File: config.mk
export PLATFORM = sky130hd
export DESIGN_NAME = key_matrix_hid_report_builder_unit
export DESIGN_NICKNAME = d
export VERILOG_FILES = /design/src/hdl/kmhid_pkg.sv /design/src/hdl/kmhid_key_list.sv /design/src/hdl/key_matrix_hid_report_builder_unit.sv
export VERILOG_INCLUDE_DIRS = /design/src /design/src/hdl
export SDC_FILE = /design/constraint.sdc
export NUM_CORES = 1
export LEC_CHECK = 0
export BUFFER_PORTS_ARGS = -buffer_cell sky130_fd_sc_hd__buf_2
export CAP_MARGIN = 10
export CORE_MARGIN = 2
export CORE_UTILIZATION = 30
export CTS_BUF_LIST = sky130_fd_sc_hd__clkbuf_8
export DETAILED_ROUTE_END_ITERATION = 10
export SKIP_LAST_GASP = 1
export SYNTH_ARGS = -nofsm -noshare
export SYNTH_HDL_FRONTEND = slang
export SYNTH_HIERARCHICAL = 1
export SYNTH_SLANG_ARGS = --single-unit
File: constraint.sdc
create_clock -name i_clk -period 7.1 [get_ports i_clk]
set_input_delay 0 -clock i_clk [delete_from_list [all_inputs] [get_ports i_clk]]
set_output_delay 0 -clock i_clk [all_outputs]
set_load 0.02 [all_outputs]
File: src/hdl/key_matrix_hid_report_builder_unit_assert.svh
// Assertion macros shared by the report builder modules.
// Both sample on i_clk and are switched off while i_rst_n is low.
`ifndef KEY_MATRIX_HID_REPORT_BUILDER_UNIT_ASSERT_SVH
`define KEY_MATRIX_HID_REPORT_BUILDER_UNIT_ASSERT_SVH

// Same-cycle implication.
`define KMHID_CHECK(label, ante, cons) \
    label: assert property (@(posedge i_clk) disable iff (!i_rst_n) (ante) |-> (cons)) \
        else $error("kmhid assertion failed");

// Next-cycle implication.
`define KMHID_CHECK_NEXT(label, ante, cons) \
    label: assert property (@(posedge i_clk) disable iff (!i_rst_n) (ante) |=> (cons)) \
        else $error("kmhid assertion failed");

`endif

File: src/hdl/kmhid_pkg.sv
`default_nettype none
package kmhid_pkg;

    // Block sizes
    localparam int NUM_COLUMNS   = 14;
    localparam int NUM_KEY_SLOTS = 6;
    localparam int MASK_ROWS     = 16;

    // Fixed field widths of the transactions
    localparam int COLUMN_W   = 4;
    localparam int ROW_MASK_W = 16;
    localparam int CODE_W     = 8;
    localparam int OUT_SLOTS  = 6;
    localparam int IN_TDATA_W  = 24;
    localparam int OUT_TDATA_W = CODE_W * (OUT_SLOTS + 1);

    // Derived index widths
    localparam int COL_IDX_W = (NUM_COLUMNS > 1) ? $clog2(NUM_COLUMNS) : 1;
    localparam int ROW_W     = $clog2(MASK_ROWS);
    localparam int SLOT_W    = (NUM_KEY_SLOTS > 1) ? $clog2(NUM_KEY_SLOTS) : 1;

    // Usage code ranges
    localparam logic [CODE_W-1:0] MOD_FIRST = 8'hE0;
    localparam logic [CODE_W-1:0] MOD_END   = 8'hE8;
    localparam logic [CODE_W-1:0] ROLLOVER_CODE = 8'h01;

    typedef logic [CODE_W-1:0] t_code;

    // Request from the row sequencer to the key list
    typedef struct packed {
        logic  start;
        logic  remove;
        t_code code;
    } t_list_req;

    // Usage ROM covering rows 1..9 and columns 0..13
    localparam int ROM_ROWS  = 9;
    localparam int ROM_COLS  = 14;
    localparam int ROM_ROW_W = $clog2(ROM_ROWS);
    localparam int ROM_COL_W = $clog2(ROM_COLS);

    localparam t_code USAGE_ROM [ROM_ROWS][ROM_COLS] = '{
        '{8'h3a, 8'h29, 8'h1f, 8'h1e, 8'h35, 8'h14, 8'h2b,
          8'h04, 8'h39, 8'h64, 8'h1d, 8'he1, 8'he3, 8'he0},
        '{8'h3c, 8'h3b, 8'h20, 8'h21, 8'h08, 8'h1a, 8'h15,
          8'h16, 8'h09, 8'h07, 8'h1b, 8'h06, 8'h8b, 8'he2},
        '{8'h3e, 8'h3d, 8'h24, 8'h22, 8'h23, 8'h1c, 8'h17,
          8'h0b, 8'h0a, 8'h05, 8'h11, 8'h19, 8'h2c, 8'h88},
        '{8'h3f, 8'h40, 8'h25, 8'h26, 8'h0c, 8'h18, 8'h12,
          8'h0d, 8'h0f, 8'h0e, 8'h10, 8'h37, 8'h36, 8'h8a},
        '{8'h42, 8'h41, 8'h2e, 8'h27, 8'h2d, 8'h2f, 8'h13,
          8'h30, 8'h33, 8'h34, 8'h32, 8'h38, 8'he7, 8'he6},
        '{8'h43, 8'h45, 8'h89, 8'h44, 8'h2a, 8'h49, 8'h4c,
          8'h4d, 8'h31, 8'h28, 8'he5, 8'h87, 8'h65, 8'he4},
        '{8'h48, 8'h46, 8'h53, 8'h47, 8'h4b, 8'h4a, 8'h5f,
          8'h4e, 8'h5c, 8'h59, 8'h52, 8'h51, 8'h4f, 8'h50},
        '{8'h00, 8'h00, 8'hf1, 8'hf0, 8'h54, 8'h61, 8'h60,
          8'h5e, 8'h5d, 8'h5a, 8'h5b, 8'h62, 8'h85, 8'h63},
        '{8'hf3, 8'h00, 8'hf2, 8'h00, 8'h55, 8'h56, 8'h57,
          8'h86, 8'h00, 8'h00, 8'h00, 8'h00, 8'h00, 8'h58}
    };

    // Look up a key; row zero and keys outside the ROM give usage zero
    function automatic t_code usage_lookup(input logic [ROW_W-1:0] row,
                                           input logic [COL_IDX_W-1:0] col);
        logic [ROW_W-1:0]     row_m1;
        logic [ROM_ROW_W-1:0] r_i;
        logic [ROM_COL_W-1:0] c_i;
        row_m1 = row - ROW_W'(1);
        r_i    = ROM_ROW_W'(row_m1);
        c_i    = ROM_COL_W'(col);
        if (row == '0 || int'(row) > ROM_ROWS || int'(col) >= ROM_COLS) begin
            return '0;
        end
        return USAGE_ROM[r_i][c_i];
    endfunction

endpackage
`default_nettype wire

File: src/hdl/kmhid_key_list.sv
`default_nettype none
`include "key_matrix_hid_report_builder_unit_assert.svh"
module kmhid_key_list (
    input  wire logic               i_clk,
    input  wire logic               i_rst_n,
    input  wire kmhid_pkg::t_list_req i_req,
    output logic                    o_done,
    output kmhid_pkg::t_code        o_slots [kmhid_pkg::NUM_KEY_SLOTS],
    output logic                    o_overflow
);
    import kmhid_pkg::*;

    typedef enum logic [0:0] {
        L_IDLE,
        L_FIND
    } t_lstate;

    localparam logic [SLOT_W-1:0] LAST_SLOT = SLOT_W'(NUM_KEY_SLOTS - 1);

    t_lstate           r_state, n_state;
    t_code             r_list [NUM_KEY_SLOTS];
    t_code             n_list [NUM_KEY_SLOTS];
    t_code             r_code, n_code;
    logic              r_remove, n_remove;
    logic [SLOT_W-1:0] r_idx, n_idx;
    logic              r_done, n_done;
    logic              r_overflow, n_overflow;

    t_code entry;
    logic  hit;
    logic  empty;
    logic  last;

    // Shared compare unit on the visited slot
    assign entry = r_list[r_idx];
    assign hit   = (entry == r_code);
    assign empty = (entry == '0);
    assign last  = (r_idx == LAST_SLOT);

    // Walk the slots one per cycle for an add or a remove
    always_comb begin
        n_state    = r_state;
        n_list     = r_list;
        n_code     = r_code;
        n_remove   = r_remove;
        n_idx      = r_idx;
        n_done     = 1'b0;
        n_overflow = r_overflow;
        unique case (r_state)
            L_IDLE: begin
                if (i_req.start) begin
                    n_code   = i_req.code;
                    n_remove = i_req.remove;
                    n_idx    = '0;
                    n_state  = L_FIND;
                end
            end
            L_FIND: begin
                if (!r_remove) begin
                    if (hit) begin
                        n_done = 1'b1;
                    end else if (empty) begin
                        n_list[r_idx] = r_code;
                        n_done        = 1'b1;
                    end else if (last) begin
                        n_overflow = 1'b1;
                        n_done     = 1'b1;
                    end else begin
                        n_idx = r_idx + 1'b1;
                    end
                end else begin
                    if (empty) begin
                        n_done = 1'b1;
                    end else if (hit) begin
                        // Close the gap: shift every later slot down by one
                        for (int k = 0; k < NUM_KEY_SLOTS - 1; k++) begin
                            if (SLOT_W'(k) >= r_idx) begin
                                n_list[k] = r_list[k + 1];
                            end
                        end
                        n_list[NUM_KEY_SLOTS - 1] = '0;
                        n_overflow = 1'b0;
                        n_done     = 1'b1;
                    end else if (last) begin
                        n_done = 1'b1;
                    end else begin
                        n_idx = r_idx + 1'b1;
                    end
                end
                if (n_done) begin
                    n_state = L_IDLE;
                end
            end
            default: n_state = L_IDLE;
        endcase
    end

    always_ff @(posedge i_clk) begin
        if (!i_rst_n) begin
            r_state    <= L_IDLE;
            r_done     <= 1'b0;
            r_overflow <= 1'b0;
            for (int k = 0; k < NUM_KEY_SLOTS; k++) begin
                r_list[k] <= '0;
            end
        end else begin
            r_state    <= n_state;
            r_done     <= n_done;
            r_overflow <= n_overflow;
            r_list     <= n_list;
        end
        r_code   <= n_code;
        r_remove <= n_remove;
        r_idx    <= n_idx;
    end

    assign o_done     = r_done;
    assign o_slots    = r_list;
    assign o_overflow = r_overflow;

    // Overflow only ever stands over a full list
    `KMHID_CHECK(a_ovf_full, r_overflow, r_list[NUM_KEY_SLOTS - 1] != '0)
    // A new request only arrives when the walk is idle
    `KMHID_CHECK(a_start_idle, i_req.start, r_state == L_IDLE)
    // An add that finds no room raises overflow
    `KMHID_CHECK_NEXT(a_add_fail, r_state == L_FIND && !r_remove && !hit && !empty && last,
        r_overflow)

endmodule
`default_nettype wire

File: src/hdl/key_matrix_hid_report_builder_unit.sv
// Sequence: the column is loaded, then the mask rows are walked in order, one row per cycle
//   unless a changed list key (usage below the modifiers) pauses the walk for its slot walk,
//   which runs on the shared compare unit of the key list; after the last column the report
//   is loaded, held off while an earlier report still waits on the output.
// A new column is taken only in idle, once the previous column is fully processed.
// Reset clears the stored column masks, key list, modifiers, overflow and output valid.
`default_nettype none
`include "key_matrix_hid_report_builder_unit_assert.svh"
module key_matrix_hid_report_builder_unit (
    input  wire logic                                i_clk,
    input  wire logic                                i_rst_n,
    input  wire logic                                i_s_axis_tvalid,
    output logic                                     o_s_axis_tready,
    // tdata: column [3:0], row_mask [19:4], zero [23:20]
    input  wire logic [kmhid_pkg::IN_TDATA_W-1:0]    i_s_axis_tdata,
    output logic                                     o_m_axis_tvalid,
    input  wire logic                                i_m_axis_tready,
    // tdata: modifiers [7:0], key_slot_0 [15:8] .. key_slot_5 [55:48]
    output logic [kmhid_pkg::OUT_TDATA_W-1:0]        o_m_axis_tdata,
    // tuser: rollover [0]
    output logic                                     o_m_axis_tuser
);
    import kmhid_pkg::*;

    typedef enum logic [1:0] {
        S_IDLE,
        S_SCAN,
        S_LIST,
        S_EMIT
    } t_state;

    localparam logic [ROW_W-1:0]     LAST_ROW = ROW_W'(MASK_ROWS - 1);
    localparam logic [COL_IDX_W-1:0] LAST_COL = COL_IDX_W'(NUM_COLUMNS - 1);

    t_state                 r_state, n_state;
    logic [MASK_ROWS-1:0]   r_prev [NUM_COLUMNS];
    logic [MASK_ROWS-1:0]   n_prev [NUM_COLUMNS];
    logic [COL_IDX_W-1:0]   r_col, n_col;
    logic [MASK_ROWS-1:0]   r_new, n_new;
    logic [MASK_ROWS-1:0]   r_changed, n_changed;
    logic [ROW_W-1:0]       r_row, n_row;
    logic [CODE_W-1:0]      r_mods, n_mods;
    t_list_req              r_req, n_req;
    logic                   r_out_valid, n_out_valid;
    logic [CODE_W-1:0]      r_out_mods, n_out_mods;
    t_code                  r_out_slots [OUT_SLOTS];
    t_code                  n_out_slots [OUT_SLOTS];
    logic                   r_out_roll, n_out_roll;

    logic [COLUMN_W-1:0]    in_column;
    logic [MASK_ROWS-1:0]   in_mask;
    logic [COL_IDX_W-1:0]   col_idx;
    t_code                  key_code;
    logic                   is_list;
    logic                   is_mod;
    logic                   advance;
    logic                   list_done;
    logic                   list_ovf;
    t_code                  list_slots [NUM_KEY_SLOTS];
    t_code                  slot_view [OUT_SLOTS];

    // Unpack the input transaction; rows beyond the mask width drop out
    assign in_column = i_s_axis_tdata[COLUMN_W-1:0];
    assign in_mask   = MASK_ROWS'(i_s_axis_tdata[COLUMN_W +: ROW_MASK_W]);
    assign col_idx   = COL_IDX_W'(in_column);

    // Classify the key at the current row
    assign key_code = usage_lookup(r_row, r_col);
    assign is_list  = (key_code != '0) && (key_code < MOD_FIRST);
    assign is_mod   = (key_code >= MOD_FIRST) && (key_code < MOD_END);

    kmhid_key_list u_list (
        .i_clk      (i_clk),
        .i_rst_n    (i_rst_n),
        .i_req      (r_req),
        .o_done     (list_done),
        .o_slots    (list_slots),
        .o_overflow (list_ovf)
    );

    // Pad the list out to the report's slot count
    always_comb begin
        for (int j = 0; j < OUT_SLOTS; j++) begin
            slot_view[j] = '0;
        end
        for (int j = 0; j < NUM_KEY_SLOTS && j < OUT_SLOTS; j++) begin
            slot_view[j] = list_slots[j];
        end
    end

    // Row sequencer
    always_comb begin
        n_state     = r_state;
        n_prev      = r_prev;
        n_col       = r_col;
        n_new       = r_new;
        n_changed   = r_changed;
        n_row       = r_row;
        n_mods      = r_mods;
        n_req       = r_req;
        n_req.start = 1'b0;
        n_out_valid = r_out_valid & ~i_m_axis_tready;
        n_out_mods  = r_out_mods;
        n_out_slots = r_out_slots;
        n_out_roll  = r_out_roll;
        advance     = 1'b0;
        unique case (r_state)
            S_IDLE: begin
                // Take a column; drop columns past the matrix
                if (i_s_axis_tvalid && int'(in_column) < NUM_COLUMNS) begin
                    n_col           = col_idx;
                    n_new           = in_mask;
                    n_changed       = in_mask ^ r_prev[col_idx];
                    n_prev[col_idx] = in_mask;
                    n_row           = '0;
                    n_state         = S_SCAN;
                end
            end
            S_SCAN: begin
                if (r_changed[r_row] && is_list) begin
                    n_req.start  = 1'b1;
                    n_req.remove = ~r_new[r_row];
                    n_req.code   = key_code;
                    n_state      = S_LIST;
                end else begin
                    if (r_changed[r_row] && is_mod) begin
                        n_mods[key_code[2:0]] = r_new[r_row];
                    end
                    advance = 1'b1;
                end
            end
            S_LIST: begin
                // Resume the row walk once the list is done
                if (list_done) begin
                    advance = 1'b1;
                    n_state = S_SCAN;
                end
            end
            S_EMIT: begin
                // Load the report once the output register is free
                if (!r_out_valid || i_m_axis_tready) begin
                    n_out_valid = 1'b1;
                    n_out_mods  = r_mods;
                    n_out_roll  = list_ovf;
                    for (int j = 0; j < OUT_SLOTS; j++) begin
                        n_out_slots[j] = list_ovf ? ROLLOVER_CODE : slot_view[j];
                    end
                    n_state = S_IDLE;
                end
            end
            default: n_state = S_IDLE;
        endcase
        // Step to the next row or finish the column
        if (advance) begin
            if (r_row == LAST_ROW) begin
                n_state = (r_col == LAST_COL) ? S_EMIT : S_IDLE;
            end else begin
                n_row = r_row + 1'b1;
            end
        end
    end

    always_ff @(posedge i_clk) begin
        if (!i_rst_n) begin
            r_state     <= S_IDLE;
            r_mods      <= '0;
            r_req.start <= 1'b0;
            r_out_valid <= 1'b0;
            for (int c = 0; c < NUM_COLUMNS; c++) begin
                r_prev[c] <= '0;
            end
        end else begin
            r_state     <= n_state;
            r_mods      <= n_mods;
            r_req.start <= n_req.start;
            r_out_valid <= n_out_valid;
            r_prev      <= n_prev;
        end
        r_req.remove <= n_req.remove;
        r_req.code   <= n_req.code;
        r_col        <= n_col;
        r_new        <= n_new;
        r_changed    <= n_changed;
        r_row        <= n_row;
        r_out_mods   <= n_out_mods;
        r_out_slots  <= n_out_slots;
        r_out_roll   <= n_out_roll;
    end

    // Pack the output transaction
    always_comb begin
        o_m_axis_tdata[CODE_W-1:0] = r_out_mods;
        for (int j = 0; j < OUT_SLOTS; j++) begin
            o_m_axis_tdata[CODE_W*(j+1) +: CODE_W] = r_out_slots[j];
        end
    end

    assign o_s_axis_tready = (r_state == S_IDLE);
    assign o_m_axis_tvalid = r_out_valid;
    assign o_m_axis_tuser  = r_out_roll;

    // A report is only built after the last column
    `KMHID_CHECK(a_emit_last, r_state == S_EMIT, r_col == LAST_COL)
    // A rollover report carries the error code in its slots
    `KMHID_CHECK(a_roll_slots, r_out_valid && r_out_roll,
        r_out_slots[0] == ROLLOVER_CODE && r_out_slots[OUT_SLOTS - 1] == ROLLOVER_CODE)
    // A list request is always followed by waiting for the list
    `KMHID_CHECK(a_req_wait, r_req.start, r_state == S_LIST)

endmodule
`default_nettype wire

==> results.cfg <==
[timing]
relSlewSlack_pct = 16.7
rsz0062_at_grt = no
fin_crit_ns = 5.02
clock.fmax_mhz = 199
layout_worst_path_cycle_share_pct = 70.6
tightest_slew_ns = 1.24
setup_viol = 0
setup_tns_ns = 0
skew_ns = 0.0409
maxSlewViolCount = 0
hold_viol_final = 0

[cells_and_area]
layout_commonest_cell = nand2_1
fillers = 6852
finalNetCount = 2178
drive_gt1_share_pct = 15.1
final_area_um2 = 22800
multi_input_area_um2 = 10100
synthToLayoutAreaGrowth_pct = 13.2
regArea_um2 = 9250
final_cell_mix = nand2_1, dfxtp_1, a21boi_0
layout.cells.non_filler = 3060

[drt]
ant_nets = 0
vias = 16000
dr.first_iter.drc_count = 1543
drtPass1Iterations = 5
wirelength_um = 56400
wl_per_cell_um = 18.4
vias_per_cell = 5.23
drc_errors = 0

[die]
rows = 95
coreArea_um2 = 66800
dieArea_um2 = 69200
die_height_um = 263
die_x_um = 263
io_pins = 87
start_util_pct = 30.2

[worst_setup_path]
endpoint_kind = register
cp.arrival_ns = 5.55
startpoint_type = register
required_ns = 7.63
critPathKind = register to register
crit_fanout = 21

[placed_design]
gp_congestion = 0.902
place_hpwl_um = 36900
dp.cells = 2907
port-buffer-count = 82
placed_cell_area_um2 = 21200

[min_path]
hold_path.class = input port to register

[synthesis]
netlist_area_um2 = 20100
synth-edff-count = 114
synthCells = 2089
synthArstFlopShare_pct = 0
synth_flop_cell = dfxtp_1
ys_seq_elements = 405
syn_nets = 2136
yosysSeqAreaShare_pct = 45.9
synth_area_per_cell_um2 = 9.64
yosysUniqueCellTypes = 88
yosys_warnings = 6

[grt]
track_usage_pct = 16.0
met1_usage_pct = 19.9
grt_max_degree = 131
grt_pass1_wl_um = 89400
grt_util_met2_pct = 27.6
grt_antenna_before_repair = 1
first_global_vias = 16100
grt_remaining_overflow = 0
grt_use_met3_pct = 2.75
gr-max-usage-layer = met2

[clocking]
numCtsBuffers = 70
clk_pin_slew_ns = 0.06
ctsRootBufferMaster = clkbuf_8
cts_tree = done
clock_latency_ns = 0.68
clock-sinks = 405
clk_path_buf_depth = 3
post_cts_buffers = 0
cts_resized = 0
htree_levels = 3

[flow_run]
maxCapViolations = 0

[pwr]
peakVddDrop_uv = 159
powerDensity_nw_per_um2 = 233
leakage_nw = 7.90

[status]
status = finished clean
path summary, 6_finish.rpt:
| path | start | to | slack [ns] | cells past startpoint |
|---|---|---|---|---|
| min | i_rst_n | u_list/o_slots[17] | 0.29 | 3 |
| max reg2reg | u_list/r_idx[0] | u_list/o_slots[21] | 2.08 | 13 |
| min reg2reg | r_req[4] | u_list/r_code[4] | 0.41 | 0 |
| max | u_list/r_idx[0] | u_list/o_slots[21] | 2.08 | 13 |
power by group:
part	total (W)	switching, W	internal, W	leakage [nW]
Combinational	0.000819	0.000537	0.000282	3.68
Clock	0.00204	0.000991	0.00105	0.804
Sequential	0.00245	0.0000245	0.00242	3.41
Total	0.00531	0.00155	0.00376	7.90
repair_timing:
| item | 4_1_cts | 5_1_grt |
|---|---|---|
| endpoints found under the hold margin | 293 | 0 |
| endpoints found under the setup margin | 0 | 0 |
| hold buffers | 23 | 0 |
stage by stage:
step                util (%)  power [W]  hold WS (ns)  setup slack [ns]
floorplan                  -    0.00308        0.0989              2.72
global placement        31.7    0.00328         0.354              2.29
detailed placement      31.7    0.00330         0.359              2.14
CTS                     34.1    0.00537         0.212              2.09
global route            34.1    0.00554         0.266              1.79
finish                  34.1    0.00531         0.289              2.08
cell usage after synthesis (23+ instances only):
master	count	area share [%]
a211oi_1	23	0.86
a21oi_1	61	1.5
nand2_1	510	9.5
inv_1	27	0.50
dfxtp_1	291	29
o21ai_0	36	0.89
mux4_2	75	8.4
nor3_1	35	0.87
edfxtp_1	114	17
a21boi_0	226	8.4
clkbuf_1	124	2.3
nor2b_1	78	2.4
o31ai_1	23	0.86
nor2_1	63	1.2
mux2i_1	49	2.4
metal layers:
layer / routed length (µm) / vias up
li1: - / 7581
met1: 24300 / 7797
met2: 27600 / 520
met3: 2930 / 118
met4: 1580 / 0
met5: 0 / -
kinds of logic (layout without fill, tap and decap cells):
| group | count (synthesis) | count (layout) | synth area share (%) |
|---|---|---|---|
| buf+inv | 197 | 294 | 4.11 |
| xor+xnor | 20 | 20 | 0.870 |
| fa+ha+maj | 19 | 19 | 1.18 |
| mux | 133 | 133 | 11.3 |
| simple gates | 807 | 807 | 18.2 |
| flops | 405 | 405 | 45.9 |
| other cells | 0 | 1 | 0 |
| compound gates | 508 | 508 | 18.4 |
sequential cells by signal, indices dropped and copies added (netlist names):
register and count:
r_prev 224, o_m_axis_tdata 48, u_list/o_slots 48, r_changed 16
r_new 16, r_req 10, r_mods 8, r_out_mods 8
u_list/r_code 8, r_col 4, r_row 4, u_list/r_idx 3
r_state 2, o_m_axis_tuser 1, o_m_axis_tvalid 1, u_list/o_done 1
u_list/o_overflow 1, u_list/r_remove 1, u_list/r_state 1
layout make-up:
type,count,area share (%)
sequential,405,40.6
antenna,1,0.0110
timing repair buffer,136,3.88
multi-input combinational,1487,44.3
tap,873,4.79
clock buffer,81,4.89
inverter,31,0.532
clock inverter,46,1.04
worst max-delay path, stage by stage, from the launching register on:
cell and delay [ns]:
edfxtp_1 0.95, buf_4 0.37, mux2i_1 0.22, o22ai_1 0.14, or3_1 0.33, a211o_1 0.30, or4_4 0.53, ha_1 0.20
nor3b_1 0.21, buf_4 0.23, o211ai_1 0.32, a21oi_1 0.70, o21ai_0 0.21, o311a_1 0.16
No activity file was read; power rests on OpenSTA's default activity.
